### src/sv/three_term_recurrence_checksum_core_macros.svh
// ----------------------------------------------------------------------------
// three_term_recurrence_checksum_core_macros
// assertion macros for the recurrence checksum core, clocked on clk and
// disabled while rst_n is low
// ----------------------------------------------------------------------------
`ifndef THREE_TERM_RECURRENCE_CHECKSUM_CORE_MACROS_SVH
`define THREE_TERM_RECURRENCE_CHECKSUM_CORE_MACROS_SVH
`ifndef NO_ASSERTIONS
// property must hold at every clock edge out of reset
`define TTRC_ASSERT(label, prop) \
  label: assert property (@(posedge clk) disable iff (!rst_n) (prop)) \
    else $error("ttrc assertion failed");
// condition must never be seen at a clock edge out of reset
`define TTRC_NEVER(label, cond) \
  label: assert property (@(posedge clk) disable iff (!rst_n) !(cond)) \
    else $error("ttrc forbidden condition seen");
`else
`define TTRC_ASSERT(label, prop)
`define TTRC_NEVER(label, cond)
`endif
`endif

### src/sv/ttrc_pkg.sv
`timescale 1ns / 1ps
// ----------------------------------------------------------------------------
// ttrc_pkg
// shared types, constants and the modulo 65535 fold of the checksum core
// ----------------------------------------------------------------------------
package ttrc_pkg;

  localparam int unsigned DataW  = 8;
  localparam int unsigned TermW  = 16;
  localparam int unsigned PosW   = 8;
  localparam int unsigned ProdW  = 25;

  localparam logic [TermW-1:0] FirstOffset = 16'd7;
  localparam logic [PosW-1:0]  AlphaMul    = 8'd17;
  localparam logic [PosW-1:0]  BetaMul     = 8'd31;
  localparam logic [TermW-1:0] FoldMod     = 16'hFFFF;
  localparam logic [TermW-1:0] TermInit    = 16'd1;

  // recurrence state carried from byte to byte
  typedef struct packed {
    logic             in_message;
    logic [PosW-1:0]  byte_position;
    logic [TermW-1:0] older_term;
    logic [TermW-1:0] newer_term;
  } ttrc_state_t;

  localparam ttrc_state_t StartState = '{
    in_message:    1'b0,
    byte_position: '0,
    older_term:    TermInit,
    newer_term:    TermInit
  };

  // x mod 65535 for a 25-bit value: 2^16 = 1, so fold high bits onto low bits
  function automatic logic [TermW-1:0] fold_mod(input logic [ProdW-1:0] x);
    logic [TermW:0] s;
    s = {1'b0, x[TermW-1:0]} + {8'd0, x[ProdW-1:TermW]};
    if (s >= {1'b0, FoldMod}) begin
      s = s - {1'b0, FoldMod};
    end
    return s[TermW-1:0];
  endfunction

endpackage

### src/sv/ttrc_in_reg.sv
`timescale 1ns / 1ps
// ----------------------------------------------------------------------------
// ttrc_in_reg
// input register: holds one byte until the datapath takes it
// ----------------------------------------------------------------------------
module ttrc_in_reg
  import ttrc_pkg::*;
(
  input  logic             clk,
  input  logic             rst_n,
  input  logic             in_valid,
  output logic             in_ready,
  input  logic [DataW-1:0] in_data_byte,
  input  logic             in_last_byte,
  input  logic             take,
  output logic             hold_valid,
  output logic [DataW-1:0] hold_data,
  output logic             hold_last
);

  logic             valid_r, valid_nxt;
  logic [DataW-1:0] data_r;
  logic             last_r;

  // free when empty or when the held byte leaves this cycle
  assign in_ready  = !valid_r || take;
  assign valid_nxt = (in_valid && in_ready) ? 1'b1 : (take ? 1'b0 : valid_r);

  always_ff @(posedge clk) begin
    if (!rst_n) begin
      valid_r <= 1'b0;
    end else begin
      valid_r <= valid_nxt;
    end
  end

  // payload capture on transfer
  always_ff @(posedge clk) begin
    if (in_valid && in_ready) begin
      data_r <= in_data_byte;
      last_r <= in_last_byte;
    end
  end

  assign hold_valid = valid_r;
  assign hold_data  = data_r;
  assign hold_last  = last_r;

endmodule

### src/sv/ttrc_step.sv
`timescale 1ns / 1ps
// ----------------------------------------------------------------------------
// ttrc_step
// one recurrence step: two small products, difference and modulo 65535 fold
// ----------------------------------------------------------------------------
module ttrc_step
  import ttrc_pkg::*;
(
  input  ttrc_state_t      cur,
  input  logic [DataW-1:0] data_byte,
  input  logic             last_byte,
  output ttrc_state_t      nxt,
  output logic [TermW-1:0] checksum
);

  logic [PosW-1:0]  alpha;
  logic [PosW-1:0]  beta;
  logic [8:0]       coef;
  logic [ProdW-1:0] prod_p;
  logic [ProdW-1:0] prod_q;
  logic [ProdW-1:0] diff;
  logic [TermW-1:0] rem;
  logic [TermW-1:0] term;
  ttrc_state_t      upd;

  // position coefficients, both taken modulo 256
  assign alpha = PosW'(cur.byte_position * AlphaMul);
  assign beta  = PosW'(cur.byte_position * BetaMul);
  assign coef  = {1'b0, data_byte} + {1'b0, alpha};

  assign prod_p = ProdW'(coef) * ProdW'(cur.newer_term);
  assign prod_q = ProdW'(beta) * ProdW'(cur.older_term);

  // negative difference wraps like 2^64 - d, i.e. (1 - d) mod 65535
  always_comb begin
    if (prod_p >= prod_q) begin
      diff = prod_p - prod_q;
      rem  = fold_mod(diff);
      term = rem;
    end else begin
      diff = prod_q - prod_p;
      rem  = fold_mod(diff);
      if (rem <= TermInit) begin
        term = TermInit - rem;
      end else begin
        term = FoldMod - rem + TermInit;
      end
    end
  end

  // first byte seeds the terms, later bytes shift them
  always_comb begin
    if (!cur.in_message) begin
      upd.in_message    = 1'b1;
      upd.byte_position = PosW'(1);
      upd.older_term    = TermInit;
      upd.newer_term    = {8'd0, data_byte} + FirstOffset;
    end else begin
      upd.in_message    = 1'b1;
      upd.byte_position = cur.byte_position + PosW'(1);
      upd.older_term    = cur.newer_term;
      upd.newer_term    = term;
    end
  end

  assign checksum = upd.newer_term;
  assign nxt      = last_byte ? StartState : upd;

endmodule

### src/sv/three_term_recurrence_checksum_core.sv
`timescale 1ns / 1ps
// ----------------------------------------------------------------------------
// three_term_recurrence_checksum_core
// byte stream checksum built on a three-term recurrence modulo 65535
// ----------------------------------------------------------------------------
// usage:
//   in_ channel carries one message byte per transfer, with in_last_byte set
//   on the final byte. out_ channel gives one checksum per message, on the
//   transfer of its last byte; other bytes give no result.
//   a byte is registered in the input register, then the step logic updates
//   the recurrence state and, for a last byte, loads the result register.
//   out_valid rises once the result register is loaded and stays high until
//   the result transfers.
//   throughput: one byte per cycle unless a last byte waits on a full result
//   register; the state feedback through the two products and the fold is combinational.
//   reset: no byte or result held; the block waits for the first byte of a
//   message with both terms at 1.
//   stall: while out_ready is low a held checksum stays put; bytes that are
//   not last keep flowing, a last byte waits in the input register and
//   in_ready drops once that register is full.
// ----------------------------------------------------------------------------
`include "three_term_recurrence_checksum_core_macros.svh"

module three_term_recurrence_checksum_core
  import ttrc_pkg::*;
(
  input  logic             clk,
  input  logic             rst_n,
  input  logic             in_valid,
  output logic             in_ready,
  input  logic [DataW-1:0] in_data_byte,
  input  logic             in_last_byte,
  output logic             out_valid,
  input  logic             out_ready,
  output logic [TermW-1:0] out_checksum_value
);

  logic             hold_valid;
  logic [DataW-1:0] hold_data;
  logic             hold_last;
  logic             take;

  ttrc_state_t      state_r, state_nxt;
  ttrc_state_t      step_nxt;
  logic [TermW-1:0] step_sum;
  logic             out_valid_r, out_valid_nxt;
  logic [TermW-1:0] out_sum_r;

  // input register
  ttrc_in_reg u_in_reg (
    .clk          (clk),
    .rst_n        (rst_n),
    .in_valid     (in_valid),
    .in_ready     (in_ready),
    .in_data_byte (in_data_byte),
    .in_last_byte (in_last_byte),
    .take         (take),
    .hold_valid   (hold_valid),
    .hold_data    (hold_data),
    .hold_last    (hold_last)
  );

  // recurrence step
  ttrc_step u_step (
    .cur       (state_r),
    .data_byte (hold_data),
    .last_byte (hold_last),
    .nxt       (step_nxt),
    .checksum  (step_sum)
  );

  // a last byte moves on only when the result register has room
  assign take = hold_valid && (!hold_last || !out_valid_r || out_ready);

  assign state_nxt     = take ? step_nxt : state_r;
  assign out_valid_nxt = (take && hold_last) ? 1'b1 : (out_ready ? 1'b0 : out_valid_r);

  // recurrence state and result valid
  always_ff @(posedge clk) begin
    if (!rst_n) begin
      state_r     <= StartState;
      out_valid_r <= 1'b0;
    end else begin
      state_r     <= state_nxt;
      out_valid_r <= out_valid_nxt;
    end
  end

  // result payload
  always_ff @(posedge clk) begin
    if (take && hold_last) begin
      out_sum_r <= step_sum;
    end
  end

  assign out_valid          = out_valid_r;
  assign out_checksum_value = out_sum_r;

  // checks
  `TTRC_ASSERT(a_last_restarts, (take && hold_last) |=> (out_valid_r && !state_r.in_message))
  `TTRC_ASSERT(a_pos_advances, (take && !hold_last && state_r.in_message) |=> (state_r.byte_position == PosW'($past(state_r.byte_position) + PosW'(1))))
  `TTRC_ASSERT(a_idle_pos_zero, !state_r.in_message |-> (state_r.byte_position == '0))
  `TTRC_NEVER(a_term_range, (state_r.newer_term == FoldMod) || (state_r.older_term == FoldMod))
  `TTRC_NEVER(a_last_blocked, take && hold_last && out_valid_r && !out_ready)

endmodule

### config.mk
export PLATFORM = sky130hd
export DESIGN_NAME = three_term_recurrence_checksum_core
export DESIGN_NICKNAME = d
export VERILOG_FILES = /design/src/sv/ttrc_pkg.sv /design/src/sv/ttrc_in_reg.sv /design/src/sv/ttrc_step.sv /design/src/sv/three_term_recurrence_checksum_core.sv
export VERILOG_INCLUDE_DIRS = /design/src /design/src/sv
export SDC_FILE = /design/constraint.sdc
export NUM_CORES = 1
export LEC_CHECK = 0
export BUFFER_PORTS_ARGS = -buffer_cell sky130_fd_sc_hd__buf_2
export CAP_MARGIN = 20
export CORE_ASPECT_RATIO = 0.8
export CORE_MARGIN = 2
export CORE_UTILIZATION = 60
export CTS_CLUSTER_SIZE = 28
export DETAILED_ROUTE_END_ITERATION = 8
export PLACE_DENSITY_LB_ADDON = 0.05
export SLEW_MARGIN = 20
export SYNTH_ARGS = -nofsm -noshare
export SYNTH_HDL_FRONTEND = slang
export SYNTH_SLANG_ARGS = --single-unit
### constraint.sdc
create_clock -name clk -period 16.2 [get_ports clk]
set_input_delay 3.24 -clock clk [delete_from_list [all_inputs] [get_ports clk]]
set_output_delay 3.24 -clock clk [all_outputs]
set_load 0.03 [all_outputs]
Word level (Yosys, flattened, before mapping)

Cells that the tools add are included.

$mul: 4
Mux-type cells: 11
Bitwise logic cells: 0
$lt $le $gt $ge: 4
Reduce and logical (&&, ||, !) cells: 11
Shift-type cells: 0
Equal/unequal tests: 0
Divide/modulo/power cells: 0
$add $sub $neg: 12

Operators by type and width:

| kind                   | count |
|---|---|
| $mux 16                | 5 |
| $mux 41                | 1 |
| $mux 40                | 1 |
| $add 16x9->17          | 2 |
| $ge 17x16->1 const B   | 2 |
| $sub 16x16->16 const B | 2 |
| $ge 25x24->1           | 1 |
| $mul 9x16->25          | 1 |
| $sub 24x25->25         | 1 |
| $sub 25x24->25         | 1 |
| $mul 8x16->24          | 1 |
| $add 16x1->16 const B  | 1 |
| $le 16x1->1 const B    | 1 |
| $mul 8x5->8 const B    | 2 |
| $sub 1x16->16 const A  | 1 |
| $sub 16x16->16 const A | 1 |
| $add 8x3->9 const B    | 1 |
| $add 8x8->9            | 1 |
| $add 8x1->8 const B    | 1 |
| $mux 1                 | 4 |
| $reduce_bool 2->1      | 2 |
| $logic_and 1x1->1      | 3 |
| $logic_not 1->1        | 3 |
| $logic_or 1x1->1       | 3 |

ROM bits: 0
Output and inout bits: 18
Latch bits: 0
Memories: 0
Input port bits: 13
Register bits: 68
RAM bits: 0

Depth between registers and ports, before layout

Depth in word-level cells: 14
Mapped depth: 62
Gate-level depth less buffers: 61

Modules after synthesis

From an unflattened synthesis, not the netlist that was laid out.

Cells, all modules: 2,160
Area total of the unflattened synthesis: 17,579.4 µm²

Modules (own cells, without submodules):

| module                              | times used | cells each | area each (µm²) |
|---|---|---|---|
| ttrc_step                           | 1          | 1,946      | 15,026.9 |
| three_term_recurrence_checksum_core | 1          | 200        | 2,224.6 |
| ttrc_in_reg                         | 1          | 14         | 327.8 |

Worst setup path before layout

Ideal clock, no wire load.

Path kind: register to register
Start: register state_r[33] (netlist bit)
End: register out_sum_r[10] (netlist: out_checksum_value[10]), data pin
Stages on the path, launching flop included: 59
Setup time: 0.279 ns
Required time: 15.921 ns
Slack: 3.107 ns
Clock period less this slack: 13.093 ns
Data arrival time: 12.814 ns
Cell sequence: dfxtp_1 inv_1 fa_1 inv_1 fa_1 inv_1 fa_1 inv_1 ha_1 inv_1 o21bai_1 a21oi_1 xnor2_1 clkbuf_1 nand2_1 fa_1 fa_1 fa_1 [... 23 more ...] nand2b_1 a21o_1 a21oi_1 xnor2_1 ha_1 or3_1 o21ai_0 nand2_1 a211oi_2 o21a_2 buf_6 a31oi_4 or4_4 or3_4 o31a_1 or3_4 xnor2_1 o32ai_1

Longest elaborated chain between the ends: 13
Elaborated cells on any way between the ends: 24

Ends and longest elaborated chain:

| what                                                  | RTL line                                  | RTL |
|---|---|---|
| start: declaration                                    | three_term_recurrence_checksum_core.sv:43 | `ttrc_state_t state_r, state_nxt;` |
| start signal: assignment                              | three_term_recurrence_checksum_core.sv:81 | `state_r <= StartState;` |
| start signal: assignment                              | three_term_recurrence_checksum_core.sv:84 | `state_r <= state_nxt;` |
| $mul 8x5->8                                           | ttrc_step.sv:27                           | `assign alpha = PosW'(cur.byte_position * AlphaMul);` |
| $add 8x8->9                                           | ttrc_step.sv:29                           | `assign coef = {1'b0, data_byte} + {1'b0, alpha};` |
| $mul 9x16->25                                         | ttrc_step.sv:31                           | `assign prod_p = ProdW'(coef) * ProdW'(cur.newer_term);` |
| $sub 24x25->25                                        | ttrc_step.sv:41                           | `diff = prod_q - prod_p;` |
| $add 16x9->17                                         | ttrc_pkg.sv:37                            | `s = {1'b0, x[TermW-1:0]} + {8'd0, x[ProdW-1:TermW]};` |
| $sub 16x16->16 / $ge 17x16->1 (equally long branches) | ttrc_pkg.sv:39, ttrc_pkg.sv:38            |  |
| $mux 16                                               | ttrc_pkg.sv:38                            | `if (s >= {1'b0, FoldMod}) begin` |
| $mux 16                                               | ttrc_step.sv:36                           | `if (prod_p >= prod_q) begin` |
| $sub 16x16->16                                        | ttrc_step.sv:46                           | `term = FoldMod - rem + TermInit;` |
| $add 16x1->16                                         | ttrc_step.sv:46                           |  |
| $mux 16                                               | ttrc_step.sv:43                           | `if (rem <= TermInit) begin` |
| $mux 16 (*)                                           | ttrc_step.sv:36                           |  |
| $mux 40 (*)                                           | ttrc_step.sv:53                           | `if (!cur.in_message) begin` |
| via step_sum[10]                                      | three_term_recurrence_checksum_core.sv:45 | `logic [TermW-1:0] step_sum;` |
| end signal: assignment                                | three_term_recurrence_checksum_core.sv:92 | `out_sum_r <= step_sum;` |
| end: declaration                                      | three_term_recurrence_checksum_core.sv:47 | `logic [TermW-1:0] out_sum_r;` |

The timed path passes the listed nets; every way through them passes the cells marked *. The select of a mux whose other input is x is not followed.
A chain may end at the register's enable or synchronous reset.

Worst setup path after layout

Start: register state_r[32] (netlist bit)
End: register out_sum_r[10] (netlist: out_checksum_value[10]), data pin

Same word-level chain as after synthesis.

==> metrics.md <==
| Metric | Value |
|---|---|
| CTS clk-pin slew, worst paths | 60 ps |
| Die span in x | 193.1 µm |
| Worst slew pin tran | 1127 ps |
| Setup Skew | 11.77 ps |
| Highest net fanout along the worst path | 19 |
| Fmax | 67.37 MHz |
| Synth async-reset ratio | 0% |
| Num CTS Buffers | 9 |
| H-tree depth | 3 |
| Global route total overflow | 0 |
| Synthesis Warnings | 0 |
| Status | finished clean |
| Data arrival, critical path | 14,910 ps |
| FF+latch count, synth | 68 |
| Worst path buffer plus inverter count | 6 |
| Crit-path most repeated cell | a21oi_1 |
| Resized cells post-CTS | 0 |
| Cts-stage hold buffer count | 0 |
| Initial antenna violation count | 0 |
| Crit path time final | 14,840 ps |
| Placed insts | 2,384 |
| # rows | 55 |
| Port bufs | 30 |
| Crit path capture type | register |
| Synth Area in Adders | 36.54% |
| Die area | 29,990 µm² |
| DRT Pass-1 Iters | 6 |
| Routed vias | 14,600 |
| P&R area growth vs syn | 3.403% |
| Period Utilization, post-route | 91.63% |
| Main flop type after synthesis | dfxtp_1 |
| Unrepaired setup endpoints after global routing | false |
| Num ports | 31 |
| Largest family of logic cells by synthesized area | adder cells |
| Mean post-synth cell area | 8.351 µm² |
| Syn Inst Count | 2,056 |
| Post-DP HPWL | 40,350 µm |
| Final WL | 49,290 µm |
| EDFF count, synth | 25 |
| Clock sink count | 68 |
| CTS tree | done |
| RePlAce Congestion | 0.9583 |
| Total Routing Usage GR | 33.98% |
| Startpoint Class | register |
| Diode count | 0 |
| Critical path's slowest cell | xnor2_1 |
| Nets | 2,420 |
| Vias in the first global route | 14,200 |
| Count of pins over their slew limit | 0 |
| Clk buf depth | 2 |
| Unique masters post-synth | 102 |
| Maximum capacitance violations | 0 |
| WP data required | 16,260 ps |
| Core area | 28,210 µm² |
| Starting density of the core | 60.86% |
| Post-Synth XOR/XNOR Area | 7.586% |
| Post-synthesis sequential area ratio | 9.386% |
| Compound-Gate Fraction of Synth Area | 17.31% |
| WS Path Type | reg -> reg |
| Die Ht | 155.3 µm |
| Setup TNS | 0 ps |
| Worst-Skew Late Latency | 350 ps |
| Via/cell ratio | 6.085 |
| Setup ws final | 1356 ps |
| Post-Syn Nets | 2,451 |
| First-pass GRT wire length | 78,490 µm |
| Slew margin rel. | 24.30% |
| Max stage delay on crit path | 880 ps |
| Number of DRC markers in iteration 0 | 1,217 |
| DP Worst Slack | 1578 ps |
| DR WL/cell | 20.54 µm |
| Multiplexer area fraction after synthesis | 0.6996% |
| CTS root buf | clkbuf_16 |
| Hold Vio Cnt, Final | 0 |
| Cell area after synthesis | 17,170 µm² |
| Crit path max-delay family | adder cells |
| Post-CTS Setup Repair Bufs | 0 |
| Non-Filler Instances | 2,400 |
| Worst min path class | reg -> reg |
| Post-route ant nets | 0 |
| Post-Synth Simple-Gate Area | 19.22% |
| Fraction of layout cells with a size suffix above 1 | 6.059% |
| Post-route DRC | 0 |
| Largest net degree at the start of global routing | 35 |
| Final setup violation count | 0 |
-- cell usage after synthesis (5+ instances only) --
master      n  share of area [%]
o21ai_1     5               0.15
a21boi_0    5               0.22
o22ai_1     6               0.22
ha_1      183                 13
nand4_1    16               0.58
and3_1     18               0.66
clkbuf_8    7               0.56
nor4_1      5               0.18
dfxtp_1    43                5.0
fa_1      199                 23
o21bai_1   39                1.7
nand2_1   194                4.2
a21oi_1   106                3.1
a21o_1     31                1.4
o31ai_1    10               0.44
a211oi_1   17               0.74
and2_1    146                5.3
nor2b_1    38                1.4
nand2b_1   16               0.58
nand3_1    30               0.87
a22oi_1    21               0.92
buf_2       5               0.15
o21ai_0    63                1.8
o21a_1     17               0.74
xor2_1     42                2.1
buf_6       6               0.39
nor2_1     78                1.7
a22o_1      5               0.26
o211ai_1    8               0.35
mux2i_1    12               0.70
edfxtp_1   25                4.4
a31oi_1    19               0.69
inv_1     306                6.7
nor3_1     35                1.0
clkbuf_1   60                1.3
or2_2       9               0.33
xnor2_1   103                5.3
or3_1       6               0.22
-- cell families after synthesis --
| family | Yosys count |
|---|---|
| multiplexers | 12 |
| adder cells (fa/ha/maj) | 382 |
| buffers and inverters | 388 |
| AO/OA/AOI/OAI | 427 |
| flip-flops | 68 |
| AND/OR/NAND/NOR | 632 |
| XOR/XNOR | 147 |
-- final cells by class --
type	instances	area [µm²]
multi-input cells	1600	13990
clock inverters	7	91.34
flip-flops and latches	68	1612
well taps	370	462.9
fillers	2532	10460
inverters	306	1149
clock buffers	9	225.2
repair buffers	40	225.2
-- registers in the layout, summed over array words and instances (netlist names) --
register and count:
u_in_reg.hold_last 1, out_valid 1, state_r 41, u_in_reg.hold_valid 1, out_checksum_value 16, u_in_reg.hold_data 8
-- worst register-to-register path, delay by kind of cell (launching register included) --
kind | cells | cell delay, ps
adder cells (fa/ha/maj) | 11 | 5070
AND/OR/NAND/NOR | 9 | 3300
AO/OA/AOI/OAI | 17 | 3250
XOR/XNOR | 5 | 1540
buffers and inverters | 6 | 870
flip-flops | 1 | 510
-- cell usage in the layout (no fill, tap or decap), types with 6 or more instances in the layout --
cell / n
nor2b_1: 38
a22oi_1: 21
a31oi_1: 19
inv_1: 306
xnor2_1: 100
nand3_1: 30
nor2_1: 78
clkbuf_16: 9
nand4_1: 16
fa_1: 199
buf_4: 10
or3_1: 6
a211oi_1: 17
ha_1: 183
o31ai_1: 10
nor3_1: 35
nand2b_1: 16
dfxtp_1: 43
a21oi_1: 106
o22ai_1: 6
o21ai_0: 63
edfxtp_1: 25
xor2_1: 42
nand2_1: 194
buf_2: 30
o21a_1: 17
or2_2: 9
and2_1: 146
o21bai_1: 39
and3_1: 18
mux2i_1: 12
a21o_1: 31
o211ai_1: 8
-- metrics by stage --
| step | utilization [%] | cell area [µm²] | hold WS (ps) |
|---|---|---|---|
| floorplan | - | 17170 | 471.0 |
| global placement | 61.80 | 17440 | 507.1 |
| detailed placement | 61.80 | 17440 | 515.7 |
| CTS | 62.93 | 17750 | 532.1 |
| global route | 62.93 | 17750 | 599.4 |
| finish | 62.93 | 17750 | 538.7 |
-- worst paths after layout --
kind / to / from / slack (ps) / cells past startpoint
max: out_checksum_value[10] / state_r[32] / 1360 / 48
min reg2reg: state_r[38] / state_r[38] / 540 / 1
max reg2reg: out_checksum_value[10] / state_r[32] / 1360 / 48
min: state_r[38] / state_r[38] / 540 / 1
-- per-layer routing --
| metal | share of wire [%] | wire length (µm) | GRT usage [%] | up-vias |
|---|---|---|---|---|
| li1 | - | - | - | 6766 |
| met1 | 46 | 22840 | 52.32 | 7128 |
| met2 | 42 | 20850 | 49.23 | 643 |
| met3 | 9.0 | 4453 | 5.324 | 67 |
| met4 | 2.3 | 1141 | 8.874 | 0 |
| met5 | 0 | 0 | 0 | - |
Power is left out: the tool's default activity adds up to more than one toggle a clock period on the data nets, which glitch-free logic cannot reach.
